$ cat src/design/csrp_pkg.sv
// status report parser package: states, segment kinds, prefix tables, queue entry
// no dependencies
`timescale 1ns / 1ps
package csrp_pkg;

  localparam int STATE_CHARS_DEF     = 8;
  localparam int FRACTION_DIGITS_DEF = 3;
  localparam int QUEUE_DEPTH_DEF     = 4;
  localparam int NUM_PREFIX          = 6;
  localparam int KEPT_NUMBERS        = 12;

  typedef enum logic [1:0] {
    PH_WAIT = 2'd0,
    PH_LINE = 2'd1,
    PH_SKIP = 2'd2
  } phase_t;

  typedef enum logic [3:0] {
    K_TEXT   = 4'd0,
    K_PREFIX = 4'd1,
    K_WPOS   = 4'd2,
    K_FS     = 4'd3,
    K_PN     = 4'd4,
    K_Q      = 4'd5,
    K_WCO    = 4'd6,
    K_OV     = 4'd7,
    K_IGNORE = 4'd8
  } seg_kind_t;

  localparam logic [7:0] CH_LT    = 8'h3C;
  localparam logic [7:0] CH_GT    = 8'h3E;
  localparam logic [7:0] CH_NL    = 8'h0A;
  localparam logic [7:0] CH_BAR   = 8'h7C;
  localparam logic [7:0] CH_COMMA = 8'h2C;
  localparam logic [7:0] CH_MINUS = 8'h2D;
  localparam logic [7:0] CH_PLUS  = 8'h2B;
  localparam logic [7:0] CH_POINT = 8'h2E;
  localparam logic [7:0] CH_ZERO  = 8'h30;
  localparam logic [7:0] CH_NINE  = 8'h39;
  localparam logic [7:0] CH_X     = 8'h58;
  localparam logic [7:0] CH_Y     = 8'h59;
  localparam logic [7:0] CH_Z     = 8'h5A;
  localparam logic [7:0] CH_H     = 8'h48;
  localparam logic [7:0] CH_ONE   = 8'h31;
  localparam logic [7:0] CH_TWO   = 8'h32;

  localparam logic [2:0] CNT_STOP = 3'd7;

  localparam logic [4:0] ITEM_STATE    = 5'd0;
  localparam logic [4:0] ITEM_WPOS     = 5'd1;
  localparam logic [4:0] ITEM_FS       = 5'd4;
  localparam logic [4:0] ITEM_PIN_BASE = 5'd6;
  localparam logic [4:0] ITEM_Q        = 5'd11;
  localparam logic [4:0] ITEM_WCO      = 5'd12;
  localparam logic [4:0] ITEM_OV       = 5'd15;

  // "WPos:", "FS:", "Pn:", "Q:", "WCO:", "Ov:"
  localparam logic [7:0] PFX_TEXT [NUM_PREFIX][5] = '{
    '{8'h57, 8'h50, 8'h6F, 8'h73, 8'h3A},
    '{8'h46, 8'h53, 8'h3A, 8'h00, 8'h00},
    '{8'h50, 8'h6E, 8'h3A, 8'h00, 8'h00},
    '{8'h51, 8'h3A, 8'h00, 8'h00, 8'h00},
    '{8'h57, 8'h43, 8'h4F, 8'h3A, 8'h00},
    '{8'h4F, 8'h76, 8'h3A, 8'h00, 8'h00}
  };
  localparam logic [2:0] PFX_LEN [NUM_PREFIX] = '{3'd5, 3'd3, 3'd3, 3'd2, 3'd4, 3'd3};

  typedef struct packed {
    seg_kind_t       kind;
    logic [2:0][31:0] vals;
    logic [4:0]      pins;
    logic [63:0]     text;
  } entry_t;

  function automatic logic [13:0] pow10(input logic [2:0] k);
    logic [13:0] p;
    unique case (k)
      3'd0:    p = 14'd1;
      3'd1:    p = 14'd10;
      3'd2:    p = 14'd100;
      3'd3:    p = 14'd1000;
      3'd4:    p = 14'd10000;
      default: p = 14'd1;
    endcase
    return p;
  endfunction

endpackage

$ cat src/design/csrp_if.sv
// byte input and update output channel interfaces
// depends on nothing
`timescale 1ns / 1ps
interface csrp_in_if;
  logic       valid;
  logic       ready;
  logic [7:0] rx_byte;
  modport source (output valid, output rx_byte, input ready);
  modport sink (input valid, input rx_byte, output ready);
endinterface

interface csrp_out_if;
  logic        valid;
  logic        ready;
  logic [4:0]  changed_item;
  logic signed [31:0] number_value;
  logic [63:0] text_value;
  logic        last;
  modport source (output valid, output changed_item, output number_value,
                  output text_value, output last, input ready);
  modport sink (input valid, input changed_item, input number_value,
                input text_value, input last, output ready);
endinterface

$ cat src/design/cnc_status_report_parser_core.sv
// top level of the status report parser: front parser, segment queue, update emitter
// depends on csrp_pkg, csrp_if, csrp_front, csrp_queue, csrp_back
`timescale 1ns / 1ps
// Takes one status-line byte per cycle. A byte that closes a segment ('|' or '>')
// produces up to five updates; the back end sends them one per cycle while the
// output is ready. Finished segments wait in a QUEUE_DEPTH entry queue, and the
// input stalls only while that queue is full. The closing byte's entry is
// registered in the queue, and its first update in the back end's output register.
module cnc_status_report_parser_core import csrp_pkg::*; #(
  parameter int STATE_CHARS     = STATE_CHARS_DEF,
  parameter int FRACTION_DIGITS = FRACTION_DIGITS_DEF,
  parameter int QUEUE_DEPTH     = QUEUE_DEPTH_DEF
) (
  input  logic       clk,
  input  logic       rst_n,
  csrp_in_if.sink    in_if,
  csrp_out_if.source out_if
);

  logic   q_full, q_push, q_pop, q_head_valid;
  entry_t q_entry, q_head;

  csrp_front #(
    .STATE_CHARS    (STATE_CHARS),
    .FRACTION_DIGITS(FRACTION_DIGITS)
  ) u_front (
    .clk    (clk),
    .rst_n  (rst_n),
    .in_if  (in_if),
    .q_full (q_full),
    .q_push (q_push),
    .q_entry(q_entry)
  );

  csrp_queue #(
    .DEPTH(QUEUE_DEPTH)
  ) u_queue (
    .clk       (clk),
    .rst_n     (rst_n),
    .push      (q_push),
    .push_entry(q_entry),
    .full      (q_full),
    .pop       (q_pop),
    .head_valid(q_head_valid),
    .head_entry(q_head)
  );

  csrp_back u_back (
    .clk       (clk),
    .rst_n     (rst_n),
    .head_valid(q_head_valid),
    .head_entry(q_head),
    .pop       (q_pop),
    .out_if    (out_if)
  );

endmodule

$ cat src/design/csrp_front.sv
// front end: line and segment parser, pushes one entry per finished state, WPos, FS, Pn, Q, WCO or Ov segment
// depends on csrp_pkg and csrp_in_if
`timescale 1ns / 1ps
module csrp_front import csrp_pkg::*; #(
  parameter int STATE_CHARS     = STATE_CHARS_DEF,
  parameter int FRACTION_DIGITS = FRACTION_DIGITS_DEF
) (
  input  logic   clk,
  input  logic   rst_n,
  csrp_in_if.sink in_if,
  input  logic   q_full,
  output logic   q_push,
  output entry_t q_entry
);

  localparam int          TLEN_W = $clog2(STATE_CHARS + 1);
  localparam logic [2:0]  FD     = 3'(FRACTION_DIGITS);
  localparam logic [TLEN_W-1:0] TMAX = TLEN_W'(STATE_CHARS);

  phase_t           phase_r, phase_nxt;
  seg_kind_t        kind_r, kind_nxt;
  logic [5:0]       cand_r, cand_nxt;
  logic [2:0]       ppos_r, ppos_nxt;
  logic [1:0]       slot_r, slot_nxt;
  logic [31:0]      acc_r, acc_nxt;
  logic             sg_r, sg_nxt, pt_r, pt_nxt;
  logic [2:0]       cnt_r, cnt_nxt;
  logic [2:0][31:0] vals_r, vals_nxt;
  logic [4:0]       pins_r, pins_nxt;
  logic             prevy_r, prevy_nxt;
  logic [63:0]      text_r, text_nxt;
  logic [TLEN_W-1:0] tlen_r, tlen_nxt;

  logic             accept, intk, numk, start_seg;
  seg_kind_t        start_kind;
  logic [7:0]       c;
  logic [2:0]       kexp;
  logic [63:0]      prod;
  logic [31:0]      scale_mag, fin_v;
  logic [35:0]      mac;
  logic [2:0][31:0] fin_vals;
  logic [5:0]       pnext;

  assign c           = in_if.rx_byte;
  assign in_if.ready = !q_full;
  assign accept      = in_if.valid && !q_full;
  assign intk        = (kind_r == K_Q) || (kind_r == K_OV);
  assign numk        = (kind_r == K_WPOS) || (kind_r == K_FS) || (kind_r == K_Q) ||
                       (kind_r == K_WCO) || (kind_r == K_OV);

  // scale to fixed fraction digits, saturating; Q and Ov values pass unscaled
  always_comb begin
    kexp = pt_r ? (FD - cnt_r) : FD;
    prod = {32'd0, acc_r} * {50'd0, pow10(kexp)};
    if (cnt_r == CNT_STOP || intk) scale_mag = acc_r;
    else if (prod[63:32] != 32'd0) scale_mag = 32'hFFFF_FFFF;
    else scale_mag = prod[31:0];
    if (sg_r) fin_v = scale_mag[31] ? 32'h8000_0000 : (32'd0 - scale_mag);
    else fin_v = scale_mag[31] ? 32'h7FFF_FFFF : scale_mag;
    mac = {1'b0, acc_r, 3'd0} + {3'd0, acc_r, 1'b0} + {32'd0, c[3:0]};
    fin_vals = vals_r;
    if (slot_r != 2'd3) fin_vals[slot_r] = fin_v;
  end

  always_comb begin
    phase_nxt  = phase_r;
    kind_nxt   = kind_r;
    cand_nxt   = cand_r;
    ppos_nxt   = ppos_r;
    slot_nxt   = slot_r;
    acc_nxt    = acc_r;
    sg_nxt     = sg_r;
    pt_nxt     = pt_r;
    cnt_nxt    = cnt_r;
    vals_nxt   = vals_r;
    pins_nxt   = pins_r;
    prevy_nxt  = prevy_r;
    text_nxt   = text_r;
    tlen_nxt   = tlen_r;
    start_seg  = 1'b0;
    start_kind = K_PREFIX;
    q_push     = 1'b0;
    pnext      = '0;
    q_entry.kind = kind_r;
    q_entry.vals = fin_vals;
    q_entry.pins = pins_r;
    q_entry.text = text_r;

    if (accept) begin
      unique case (phase_r)
        PH_WAIT: begin
          if (c == CH_LT) begin
            phase_nxt  = PH_LINE;
            start_seg  = 1'b1;
            start_kind = K_TEXT;
          end else if (c != CH_NL) begin
            phase_nxt = PH_SKIP;
          end
        end
        PH_LINE: begin
          if (c == CH_NL) begin
            phase_nxt = PH_WAIT;
          end else if (c == CH_BAR || c == CH_GT) begin
            q_push    = (kind_r == K_TEXT) || (kind_r == K_PN) || numk;
            start_seg = 1'b1;
            if (c == CH_GT) phase_nxt = PH_SKIP;
          end else if (kind_r == K_TEXT) begin
            if (cand_r != 6'd0) begin
              if (c == 8'd0) cand_nxt = 6'd0;
              else if (tlen_r < TMAX) begin
                for (int i = 0; i < 8; i++)
                  if (tlen_r == TLEN_W'(i)) text_nxt[8*i +: 8] = c;
                tlen_nxt = tlen_r + TLEN_W'(1);
              end
            end
          end else if (kind_r == K_PREFIX) begin
            for (int i = 0; i < NUM_PREFIX; i++)
              if (cand_r[i] && ppos_r < PFX_LEN[i] && PFX_TEXT[i][ppos_r] == c)
                pnext[i] = 1'b1;
            ppos_nxt = (ppos_r < 3'd7) ? ppos_r + 3'd1 : 3'd7;
            cand_nxt = pnext;
            if (pnext == 6'd0) kind_nxt = K_IGNORE;
            else
              for (int i = 0; i < NUM_PREFIX; i++)
                if (pnext[i] && {1'b0, PFX_LEN[i]} == {1'b0, ppos_r} + 4'd1)
                  kind_nxt = seg_kind_t'(4'(int'(K_WPOS) + i));
          end else if (kind_r == K_PN) begin
            if (c == CH_X) pins_nxt[0] = 1'b1;
            if (prevy_r && c == CH_ONE) pins_nxt[1] = 1'b1;
            if (prevy_r && c == CH_TWO) pins_nxt[2] = 1'b1;
            if (c == CH_Z) pins_nxt[3] = 1'b1;
            if (c == CH_H) pins_nxt[4] = 1'b1;
            prevy_nxt = (c == CH_Y);
          end else if (numk) begin
            if (c == CH_COMMA) begin
              if (slot_r != 2'd3) begin
                vals_nxt = fin_vals;
                slot_nxt = slot_r + 2'd1;
              end
              acc_nxt = '0;
              sg_nxt  = 1'b0;
              pt_nxt  = 1'b0;
              cnt_nxt = '0;
            end else if (cnt_r != CNT_STOP) begin
              if (c >= CH_ZERO && c <= CH_NINE) begin
                if (!pt_r || cnt_r < FD) begin
                  acc_nxt = (mac[35:32] != 4'd0) ? 32'hFFFF_FFFF : mac[31:0];
                  cnt_nxt = pt_r ? cnt_r + 3'd1 : 3'd1;
                end
              end else if ((c == CH_MINUS || c == CH_PLUS) && !pt_r && cnt_r == 3'd0) begin
                sg_nxt  = (c == CH_MINUS);
                cnt_nxt = 3'd1;
              end else if (c == CH_POINT && !pt_r && !intk) begin
                pt_nxt  = 1'b1;
                cnt_nxt = 3'd0;
              end else begin
                acc_nxt = scale_mag;
                cnt_nxt = CNT_STOP;
              end
            end
          end
        end
        default: begin
          if (c == CH_NL) phase_nxt = PH_WAIT;
        end
      endcase

      if (start_seg) begin
        kind_nxt  = start_kind;
        cand_nxt  = 6'h3F;
        ppos_nxt  = '0;
        slot_nxt  = '0;
        vals_nxt  = '0;
        pins_nxt  = '0;
        prevy_nxt = 1'b0;
        text_nxt  = '0;
        tlen_nxt  = '0;
        acc_nxt   = '0;
        sg_nxt    = 1'b0;
        pt_nxt    = 1'b0;
        cnt_nxt   = '0;
      end
    end
  end

  always_ff @(posedge clk) begin
    if (!rst_n) begin
      phase_r <= PH_WAIT;
      kind_r  <= K_TEXT;
      cand_r  <= 6'h3F;
      ppos_r  <= '0;
      slot_r  <= '0;
      acc_r   <= '0;
      sg_r    <= 1'b0;
      pt_r    <= 1'b0;
      cnt_r   <= '0;
      vals_r  <= '0;
      pins_r  <= '0;
      prevy_r <= 1'b0;
      text_r  <= '0;
      tlen_r  <= '0;
    end else begin
      phase_r <= phase_nxt;
      kind_r  <= kind_nxt;
      cand_r  <= cand_nxt;
      ppos_r  <= ppos_nxt;
      slot_r  <= slot_nxt;
      acc_r   <= acc_nxt;
      sg_r    <= sg_nxt;
      pt_r    <= pt_nxt;
      cnt_r   <= cnt_nxt;
      vals_r  <= vals_nxt;
      pins_r  <= pins_nxt;
      prevy_r <= prevy_nxt;
      text_r  <= text_nxt;
      tlen_r  <= tlen_nxt;
    end
  end

endmodule

$ cat src/design/csrp_queue.sv
// small flop queue of finished segments between front and back
// depends on csrp_pkg
`timescale 1ns / 1ps
module csrp_queue import csrp_pkg::*; #(
  parameter int DEPTH = QUEUE_DEPTH_DEF
) (
  input  logic   clk,
  input  logic   rst_n,
  input  logic   push,
  input  entry_t push_entry,
  output logic   full,
  input  logic   pop,
  output logic   head_valid,
  output entry_t head_entry
);

  localparam int PTR_W = (DEPTH > 1) ? $clog2(DEPTH) : 1;
  localparam int CNT_W = $clog2(DEPTH + 1);
  localparam logic [PTR_W-1:0] PTR_LAST = PTR_W'(DEPTH - 1);
  localparam logic [CNT_W-1:0] CNT_FULL = CNT_W'(DEPTH);

  entry_t            mem_r [DEPTH];
  logic [PTR_W-1:0]  wr_ptr_r, rd_ptr_r;
  logic [CNT_W-1:0]  count_r;
  logic              do_push, do_pop;

  assign full       = (count_r == CNT_FULL);
  assign head_valid = (count_r != '0);
  assign head_entry = mem_r[rd_ptr_r];
  assign do_push    = push && !full;
  assign do_pop     = pop && head_valid;

  always_ff @(posedge clk) begin
    if (do_push) mem_r[wr_ptr_r] <= push_entry;
  end

  always_ff @(posedge clk) begin
    if (!rst_n) begin
      wr_ptr_r <= '0;
      rd_ptr_r <= '0;
      count_r  <= '0;
    end else begin
      if (do_push) wr_ptr_r <= (wr_ptr_r == PTR_LAST) ? '0 : wr_ptr_r + PTR_W'(1);
      if (do_pop) rd_ptr_r <= (rd_ptr_r == PTR_LAST) ? '0 : rd_ptr_r + PTR_W'(1);
      if (do_push && !do_pop) count_r <= count_r + CNT_W'(1);
      else if (do_pop && !do_push) count_r <= count_r - CNT_W'(1);
    end
  end

endmodule

$ cat src/design/csrp_back.sv
// back end: compares a segment with the kept copy and emits one update a cycle while the output is ready
// depends on csrp_pkg and csrp_out_if
`timescale 1ns / 1ps
module csrp_back import csrp_pkg::*; (
  input  logic       clk,
  input  logic       rst_n,
  input  logic       head_valid,
  input  entry_t     head_entry,
  output logic       pop,
  csrp_out_if.source out_if
);

  logic [63:0]      kept_text_r, kept_text_nxt;
  logic [4:0]       kept_pins_r, kept_pins_nxt;
  logic [31:0]      kept_num_r [KEPT_NUMBERS];
  logic [31:0]      kept_num_nxt [KEPT_NUMBERS];

  logic             out_valid_r, out_valid_nxt;
  logic [4:0]       item_r, item_nxt;
  logic [31:0]      num_r, num_nxt;
  logic [63:0]      text_r, text_nxt;
  logic             last_r, last_nxt;

  logic [2:0][31:0] grp;
  logic [1:0]       grp_cnt;
  logic [3:0]       grp_idx;
  logic [4:0]       grp_item;
  logic [4:0]       mask;
  logic [2:0]       sel;
  logic             can_load;

  always_comb begin
    grp      = '0;
    grp_cnt  = 2'd0;
    grp_idx  = 4'd0;
    grp_item = ITEM_STATE;
    unique case (head_entry.kind)
      K_WPOS: begin
        grp = {kept_num_r[2], kept_num_r[1], kept_num_r[0]};
        grp_cnt = 2'd3; grp_idx = 4'd0; grp_item = ITEM_WPOS;
      end
      K_FS: begin
        grp = {32'd0, kept_num_r[4], kept_num_r[3]};
        grp_cnt = 2'd2; grp_idx = 4'd3; grp_item = ITEM_FS;
      end
      K_Q: begin
        grp = {32'd0, 32'd0, kept_num_r[5]};
        grp_cnt = 2'd1; grp_idx = 4'd5; grp_item = ITEM_Q;
      end
      K_WCO: begin
        grp = {kept_num_r[8], kept_num_r[7], kept_num_r[6]};
        grp_cnt = 2'd3; grp_idx = 4'd6; grp_item = ITEM_WCO;
      end
      K_OV: begin
        grp = {kept_num_r[11], kept_num_r[10], kept_num_r[9]};
        grp_cnt = 2'd3; grp_idx = 4'd9; grp_item = ITEM_OV;
      end
      default: ;
    endcase

    mask = '0;
    if (head_entry.kind == K_TEXT) begin
      mask[0] = (head_entry.text != kept_text_r);
    end else if (head_entry.kind == K_PN) begin
      mask = head_entry.pins ^ kept_pins_r;
    end else begin
      for (int j = 0; j < 3; j++)
        mask[j] = (2'(j) < grp_cnt) && (head_entry.vals[j] != grp[j]);
    end

    sel = 3'd0;
    for (int j = 4; j >= 0; j--)
      if (mask[j]) sel = 3'(j);
  end

  assign can_load = !out_valid_r || out_if.ready;

  always_comb begin
    kept_text_nxt = kept_text_r;
    kept_pins_nxt = kept_pins_r;
    kept_num_nxt  = kept_num_r;
    out_valid_nxt = out_valid_r && !out_if.ready;
    item_nxt      = item_r;
    num_nxt       = num_r;
    text_nxt      = text_r;
    last_nxt      = last_r;
    pop           = 1'b0;
    if (head_valid && can_load) begin
      if (mask == '0) begin
        pop = 1'b1;
      end else begin
        out_valid_nxt = 1'b1;
        last_nxt      = $onehot(mask);
        pop           = $onehot(mask);
        text_nxt      = '0;
        num_nxt       = '0;
        if (head_entry.kind == K_TEXT) begin
          item_nxt      = ITEM_STATE;
          text_nxt      = head_entry.text;
          kept_text_nxt = head_entry.text;
        end else if (head_entry.kind == K_PN) begin
          item_nxt           = ITEM_PIN_BASE + {2'd0, sel};
          num_nxt            = {31'd0, head_entry.pins[sel]};
          kept_pins_nxt[sel] = head_entry.pins[sel];
        end else begin
          item_nxt = grp_item + {3'd0, sel[1:0]};
          num_nxt  = head_entry.vals[sel[1:0]];
          for (int n = 0; n < KEPT_NUMBERS; n++)
            if (4'(n) == grp_idx + {2'd0, sel[1:0]})
              kept_num_nxt[n] = head_entry.vals[sel[1:0]];
        end
      end
    end
  end

  always_ff @(posedge clk) begin
    if (!rst_n) begin
      out_valid_r <= 1'b0;
      kept_text_r <= '0;
      kept_pins_r <= '0;
      for (int n = 0; n < KEPT_NUMBERS; n++) kept_num_r[n] <= '0;
    end else begin
      out_valid_r <= out_valid_nxt;
      kept_text_r <= kept_text_nxt;
      kept_pins_r <= kept_pins_nxt;
      kept_num_r  <= kept_num_nxt;
    end
  end

  always_ff @(posedge clk) begin
    item_r <= item_nxt;
    num_r  <= num_nxt;
    text_r <= text_nxt;
    last_r <= last_nxt;
  end

  assign out_if.valid        = out_valid_r;
  assign out_if.changed_item = item_r;
  assign out_if.number_value = num_r;
  assign out_if.text_value   = text_r;
  assign out_if.last         = last_r;

endmodule

$ cat src/flat_wrapper.sv
// flat-port wrapper written by rule: the top's interface ports become plain ports
module cnc_status_report_parser_core_flat import csrp_pkg::*;
#(
  parameter int STATE_CHARS     = STATE_CHARS_DEF,
  parameter int FRACTION_DIGITS = FRACTION_DIGITS_DEF,
  parameter int QUEUE_DEPTH     = QUEUE_DEPTH_DEF
)
  (clk, rst_n, in_if_valid, in_if_rx_byte, in_if_ready, out_if_valid, out_if_changed_item, out_if_number_value, out_if_text_value, out_if_last, out_if_ready);
  csrp_in_if in_if_i ();
  csrp_out_if out_if_i ();
  input  logic clk;
  input  logic rst_n;
  input wire logic [$bits(in_if_i.valid)-1:0] in_if_valid;
  input wire logic [$bits(in_if_i.rx_byte)-1:0] in_if_rx_byte;
  output wire logic [$bits(in_if_i.ready)-1:0] in_if_ready;
  output wire logic [$bits(out_if_i.valid)-1:0] out_if_valid;
  output wire logic [$bits(out_if_i.changed_item)-1:0] out_if_changed_item;
  output wire logic [$bits(out_if_i.number_value)-1:0] out_if_number_value;
  output wire logic [$bits(out_if_i.text_value)-1:0] out_if_text_value;
  output wire logic [$bits(out_if_i.last)-1:0] out_if_last;
  input wire logic [$bits(out_if_i.ready)-1:0] out_if_ready;
  assign in_if_i.valid = in_if_valid;
  assign in_if_i.rx_byte = in_if_rx_byte;
  assign in_if_ready = in_if_i.ready;
  assign out_if_valid = out_if_i.valid;
  assign out_if_changed_item = out_if_i.changed_item;
  assign out_if_number_value = out_if_i.number_value;
  assign out_if_text_value = out_if_i.text_value;
  assign out_if_last = out_if_i.last;
  assign out_if_i.ready = out_if_ready;
  cnc_status_report_parser_core #(.STATE_CHARS(STATE_CHARS), .FRACTION_DIGITS(FRACTION_DIGITS), .QUEUE_DEPTH(QUEUE_DEPTH)) u_core (.clk(clk), .rst_n(rst_n), .in_if(in_if_i), .out_if(out_if_i));
endmodule
$ cat config.mk
export PLATFORM = sky130hd
export DESIGN_NAME = cnc_status_report_parser_core_flat
export DESIGN_NICKNAME = d
export VERILOG_FILES = /design/src/design/csrp_pkg.sv /design/src/design/csrp_if.sv /design/src/design/cnc_status_report_parser_core.sv /design/src/design/csrp_front.sv /design/src/design/csrp_queue.sv /design/src/design/csrp_back.sv /design/src/flat_wrapper.sv
export SDC_FILE = /design/constraint.sdc
export NUM_CORES = 2
export LEC_CHECK = 0
export BUFFER_PORTS_ARGS = -buffer_cell sky130_fd_sc_hd__clkbuf_2
export CORE_MARGIN = 4
export CORE_UTILIZATION = 30
export CTS_CLUSTER_DIAMETER = 150
export DETAILED_ROUTE_END_ITERATION = 6
export PLACE_DENSITY = 0.53
export SYNTH_ARGS = -nofsm -noshare
export SYNTH_HDL_FRONTEND = slang
export SYNTH_SLANG_ARGS = --single-unit
$ cat constraint.sdc
create_clock -name clk -period 15.1 [get_ports clk]
set_input_delay 3.02 -clock clk [delete_from_list [all_inputs] [get_ports clk]]
set_output_delay 3.02 -clock clk [all_outputs]
set_load 0.01 [all_outputs]
### Word-level counts from Yosys, hierarchy flattened

Memory sizes are Yosys's and may differ from the RTL's. A register that Yosys moved wholly into a read port is not among the register bits.
Index checks and enable logic that the tools add are counted.

* mux-type cells: 263
* multipliers: 1
* eq/ne operators: 88
* bitwise logic cells: 5
* reduce and logical (&&, ||, !) cells: 139
* $add $sub $neg: 20
* order comparisons: 18

Operator list (number)
* two-way mux 96 bit: 11
* two-way mux 32 bit: 21
* two-way mux 64 bit: 8
* one-hot mux 96 bit (5 select lines): 1
* two-way mux 8 bit: 20
* two-way mux 1 bit: 99
* bitwise mux 96 bit: 1
* inequality test 32 bit: 3
* two-way mux 3 bit: 31
* two-way mux 4 bit: 22
* AND reduction 9 bit: 8
* AND reduction 5 bit: 13
* binary-select mux 32 bit (select 2 bit): 1
* demux 32 bit (select 2 bit): 1
* equality test 8 x 6 -> 1 bit (second input constant): 8
* inequality test 64 bit: 1
* one-hot mux 14 bit (4 select lines): 1
* equality test 4 x 3 -> 1 bit (second input constant): 12
* equality test 8 bit: 6
* two-way mux 6 bit: 8
* AND reduction 8 bit: 6
* multiplier 32 x 14 -> 46 bit: 1
* nonzero test 2 bit: 23
* two-way mux 2 bit: 21
* other kinds (85): 207

* memory bits (read-only): 384
* memories: 7
* bits in writable memories: 676
* output and inout bits: 104
* word-level logic and storage cells: 591
* register bits after elaboration: 787
* bits of input ports: 12

Memories
* u_core.u_queue.mem_r: depth 4, width 169, read ports 1, clocked after Yosys merged registers in 1, wr ports 1, line csrp_queue.sv:22 `entry_t mem_r [DEPTH];`
* (no name shown): depth 8, width 8, read ports 1, clocked after Yosys merged registers in 0, wr ports 0, line csrp_front.sv:118 `if (cand_r[i] && ppos_r < PFX_LEN[i] && PFX_TEXT[i][ppos_r] == c)`
* (no name shown): depth 8, width 8, read ports 1, clocked after Yosys merged registers in 0, wr ports 0, line csrp_front.sv:118
* (no name shown): depth 8, width 8, read ports 1, clocked after Yosys merged registers in 0, wr ports 0, line csrp_front.sv:118
* (no name shown): depth 8, width 8, read ports 1, clocked after Yosys merged registers in 0, wr ports 0, line csrp_front.sv:118
* (no name shown): depth 8, width 8, read ports 1, clocked after Yosys merged registers in 0, wr ports 0, line csrp_front.sv:118
* +1 memories

### Logic depth before layout (Yosys ltp)

* word-level depth: 27
* depth in mapped cells: 42
* gate-level depth less buffers: 38

### By module

From an unflattened synthesis, not the netlist that was laid out.

* cells, all modules: 6911
* area total of the unflattened synthesis: 77249.1 µm²

By module, submodules not included
* csrp_front: area an instance 26959.6 µm², times used 1, cells each 3385, sequential area each 4484.3 µm²
* csrp_back: area an instance 25438.1 µm², times used 1, cells each 2592, sequential area each 12151.7 µm²
* csrp_queue: area an instance 24851.3 µm², times used 1, cells each 934, sequential area each 20479.6 µm²

### Least setup slack after synthesis

OpenSTA, ideal clock, no wires.

* path type: register -> register
* start: register u_core.u_front.cnt_r[2]
* end: memory u_core.u_queue.mem_r[0][127] (netlist bit) (data pin)
* stages on the path, launching flop included: 41
* data required time: 14.823 ns
* data arrival time: 10.542 ns
* clock period less this slack: 10.819 ns
* setup slack: 4.281 ns
* path buffers: 6
* setup time: 0.277 ns
* path through: dfxtp_1 clkbuf_1 o21ai_1 clkbuf_1 nand2_1 inv_1 nand2_1 fa_1 inv_1 fa_1 fa_1 fa_1 fa_1 inv_1 fa_1 inv_1 ha_1 buf_2 [5 not listed] xnor2_1 or3_1 or4_1 or4b_4 buf_6 clkbuf_1 o22ai_1 ha_1 or4b_2 nor3_1 a32oi_1 nor4b_4 nand2b_1 buf_2 nor4_1 mux2i_1 a21oi_2 o21ai_1

RTL lines
* start: declaration: line csrp_front.sv:27 `logic [2:0] cnt_r, cnt_nxt;`
* start signal: assignment: line csrp_front.sv:211 `cnt_r <= cnt_nxt;`
* end: declaration: line csrp_queue.sv:22

==> results.yml <==
status:
  outcome: "complete, no violations"
finish:
  final_core_util_pct: 33.79
  fill_cells: 25040
  num-nets-final: 7579
  area_delta_synth_final_pct: 12.18
  drive_gt1_share_pct: 10.74
power_and_ir_drop:
  peakVddDrop_v: 0.00009186
  p_int_uw: 6851
  p_per_area_nw_per_um2: 108.8
  p_comb_share_pct: 11.7
  power_uw: 9237
  pwr-share-clk_pct: 41.0
  netSwitchingFraction_pct: 25.83
  leakagePower_uw: 0.03216
  p_seq_share_pct: 47.3
  p_switching_uw: 2386
floorplanning:
  fp-row-count: 184
  die_y_um: 510.2
  start_util_pct: 30.12
  placeableCoreArea_um2: 251200
  die_area_um2: 260300
  die_w_um: 510.2
  pin_count: 116
detailed_routing:
  viasPerCell: 5.189
  drt_first_pass_iters: 7
  drtIter0Drc: 4702
  wirelength_um: 226300
  ant_nets: 0
  wl_per_cell_um: 21.53
  vias: 54550
  drcViolationCount: 0
clock_network:
  clock-root-buffer: "clkbuf_16"
  cts_tree: "yes"
  cts_buffers: 157
  cts_setup_buffers: 0
  cts.sink_count: 1465
  cts_hold_buf: 0
  cts_resized: 0
  cts-htree-levels: 4
  insertion_delay_ns: 0.80
  cts_buffer_depth: 3
  clk_pin_slew_ns: 0.06
setup_path:
  slowest_delay_ns: 0.97
  crit_path_start_kind: "register"
  critPathArrivalTime_ns: 13.37
  crit_fanout: 32
  cp-startpoint: "u_core.u_front.pt_r"
  cpMaxStageDelayCell: "and3_1"
  r2r.worst_path.cells: 35
  worstPathRequired_ns: 15.59
  cp_common_cell: "fa_1"
  r2r-start: "u_core.u_front.pt_r"
  end_kind: "register"
  path_class: "reg -> reg"
timing:
  rsz0062_at_grt: "false"
  hold_violations: 0
  fmax_mhz: 77.59
  drv_slew: 0
  clock-skew-final_ns: 0.02928
  fin_crit_ns: 12.89
  min_period_over_period_pct: 85.36
  fin_tns_setup_ns: 0
  tightest_slew_ns: 1.280
  whs_ns: 0.4472
  layout_setup_ws_ns: 2.211
  setup_viol: 0
  max_slew_margin_pct: 14.67
synthesis:
  synth_top_area_share_pct: 30.88
  ys_types: 97
  netlist_area_um2: 75650
  yosys-top-cells-count: "nand2_1 (789), edfxtp_1 (778), a21oi_1 (691)"
  syn_area_per_cell_um2: 10.64
  synth_area_leader_cell: "edfxtp_1"
  synth_edf_count: 778
  synth_warnings: 0
  ys_ff_latch: 1465
  synth_ff_type: "edfxtp_1"
  ys_seq_area_share_pct: 49.06
  synth.most_common_cell: "nand2_1"
  synthTopCellsByArea: "edfxtp_1 (31%), dfxtp_1 (18%), fa_1 (7.9%)"
  async_reset_ff_share_pct: 0
  syn-num-nets: 7655
  synthCells: 7109
hold_path:
  hold_class: "reg -> reg"
  min_path_cells: 2
  hp-start: "u_core.u_front.vals_r[91]"
global_routing:
  grt_pass1_wl_um: 341100
  grt_max_degree: 123
  grt_pass1_vias: 53810
  grt_use_total_pct: 16.92
  antenna_found_initial: 3
  gr-total-overflow: 0
placed_design:
  gp_congestion: 0.8689
  place_ws_ns: 2.292
  portBuffers: 115
  hpwlAfterDp_um: 152300
run:
  maxCapViolations: 0
[cells in the final DEF, fill, tap and decap left out, types with 92 or more instances in the layout]
cell,count
and3_1,92
ha_1,235
nand2_1,787
o21ai_0,582
mux2i_1,126
buf_4,124
xnor2_1,117
inv_1,480
xor2_1,102
fa_1,299
mux4_2,169
dfxtp_1,684
edfxtp_1,778
a21oi_1,688
o21ai_1,100
clkbuf_16,161
nor2_1,374
clkbuf_2,114
[sequential cells by signal, summed over array words and instances (netlist names), 6 cells and up, named ones only]
register and cells:
u_core.u_back.kept_num_r 384, u_core.u_back.out_if.number_value 32, u_core.u_front.cand_r 6, u_core.u_front.text_r 64, u_core.u_front.vals_r 96, u_core.u_front.acc_r 32
u_core.u_back.out_if.text_value 64, u_core.u_back.kept_text_r 64, u_core.u_queue.mem_r 676
[power groups by stage]
stage	Sequential [µW]	Combinational, µW	Clock [µW]
final	4370	1080	3790
after global routing	4380	1140	4030
after CTS	4370	1080	3870
after detailed placement	4450	1080	0
after global placement	4450	1080	0
after floorplan	4540	897	0
[critical path: cells and delay by family (launching register included)]
kind,cells,cell delay (ns)
compound gates,6,1.35
xor+xnor,1,0.14
fa+ha+maj,8,3.62
simple gates,14,6.16
flops,1,0.62
mux,1,0.14
buf+inv,5,0.47
[metrics by stage]
stage	cells	cell area [µm²]
after global placement	10220	79820
after global routing	10510	84870
after CTS	10510	84860
after detailed placement	10220	79820
after floorplan	7109	75650
final	10510	84870
[final timing paths]
check / endpoint / slack, ns
setup / recovery: u_core.u_queue.mem_r[1][127] / 2.21
hold / removal: u_core.u_front.vals_r[91] / 0.45
hold reg to reg: u_core.u_front.vals_r[91] / 0.45
setup reg to reg: u_core.u_queue.mem_r[1][127] / 2.21
[cells by family (layout without fill, tap and decap cells)]
logic type | count (synthesis) | in the layout | share of synthesized area, %
AO/OA/AOI/OAI | 1826 | 1826 | 13.79
XOR/XNOR | 220 | 220 | 2.557
adder cells (fa/ha/maj) | 534 | 534 | 11.80
buffers and inverters | 963 | 1017 | 4.945
flip-flops | 1465 | 1465 | 49.06
multiplexers | 318 | 318 | 7.044
other | 0 | 2 | 0
AND/OR/NAND/NOR | 1783 | 1783 | 10.80
[per-layer routing]
metal	vias up	share of wire, %	GRT usage, %
met1	27480	47	24.56
met3	302	5.5	1.973
li1	25090	-	-
met4	0	2.4	4.711
met5	-	0	0
met2	1684	45	26.65
[layout make-up]
class | instances | area, µm² | share of cell area [%]
clock inverter | 76 | 625.6 | 0.7371
sequential | 1465 | 37120 | 43.74
timing repair buffer | 245 | 1637 | 1.928
tap | 3348 | 4189 | 4.936
inverter | 483 | 1821 | 2.145
antenna | 2 | 5.005 | 0.005897
multi-input combinational | 4681 | 35050 | 41.30
clock buffer | 213 | 4414 | 5.201
Power figures use the tool's default switching activity.
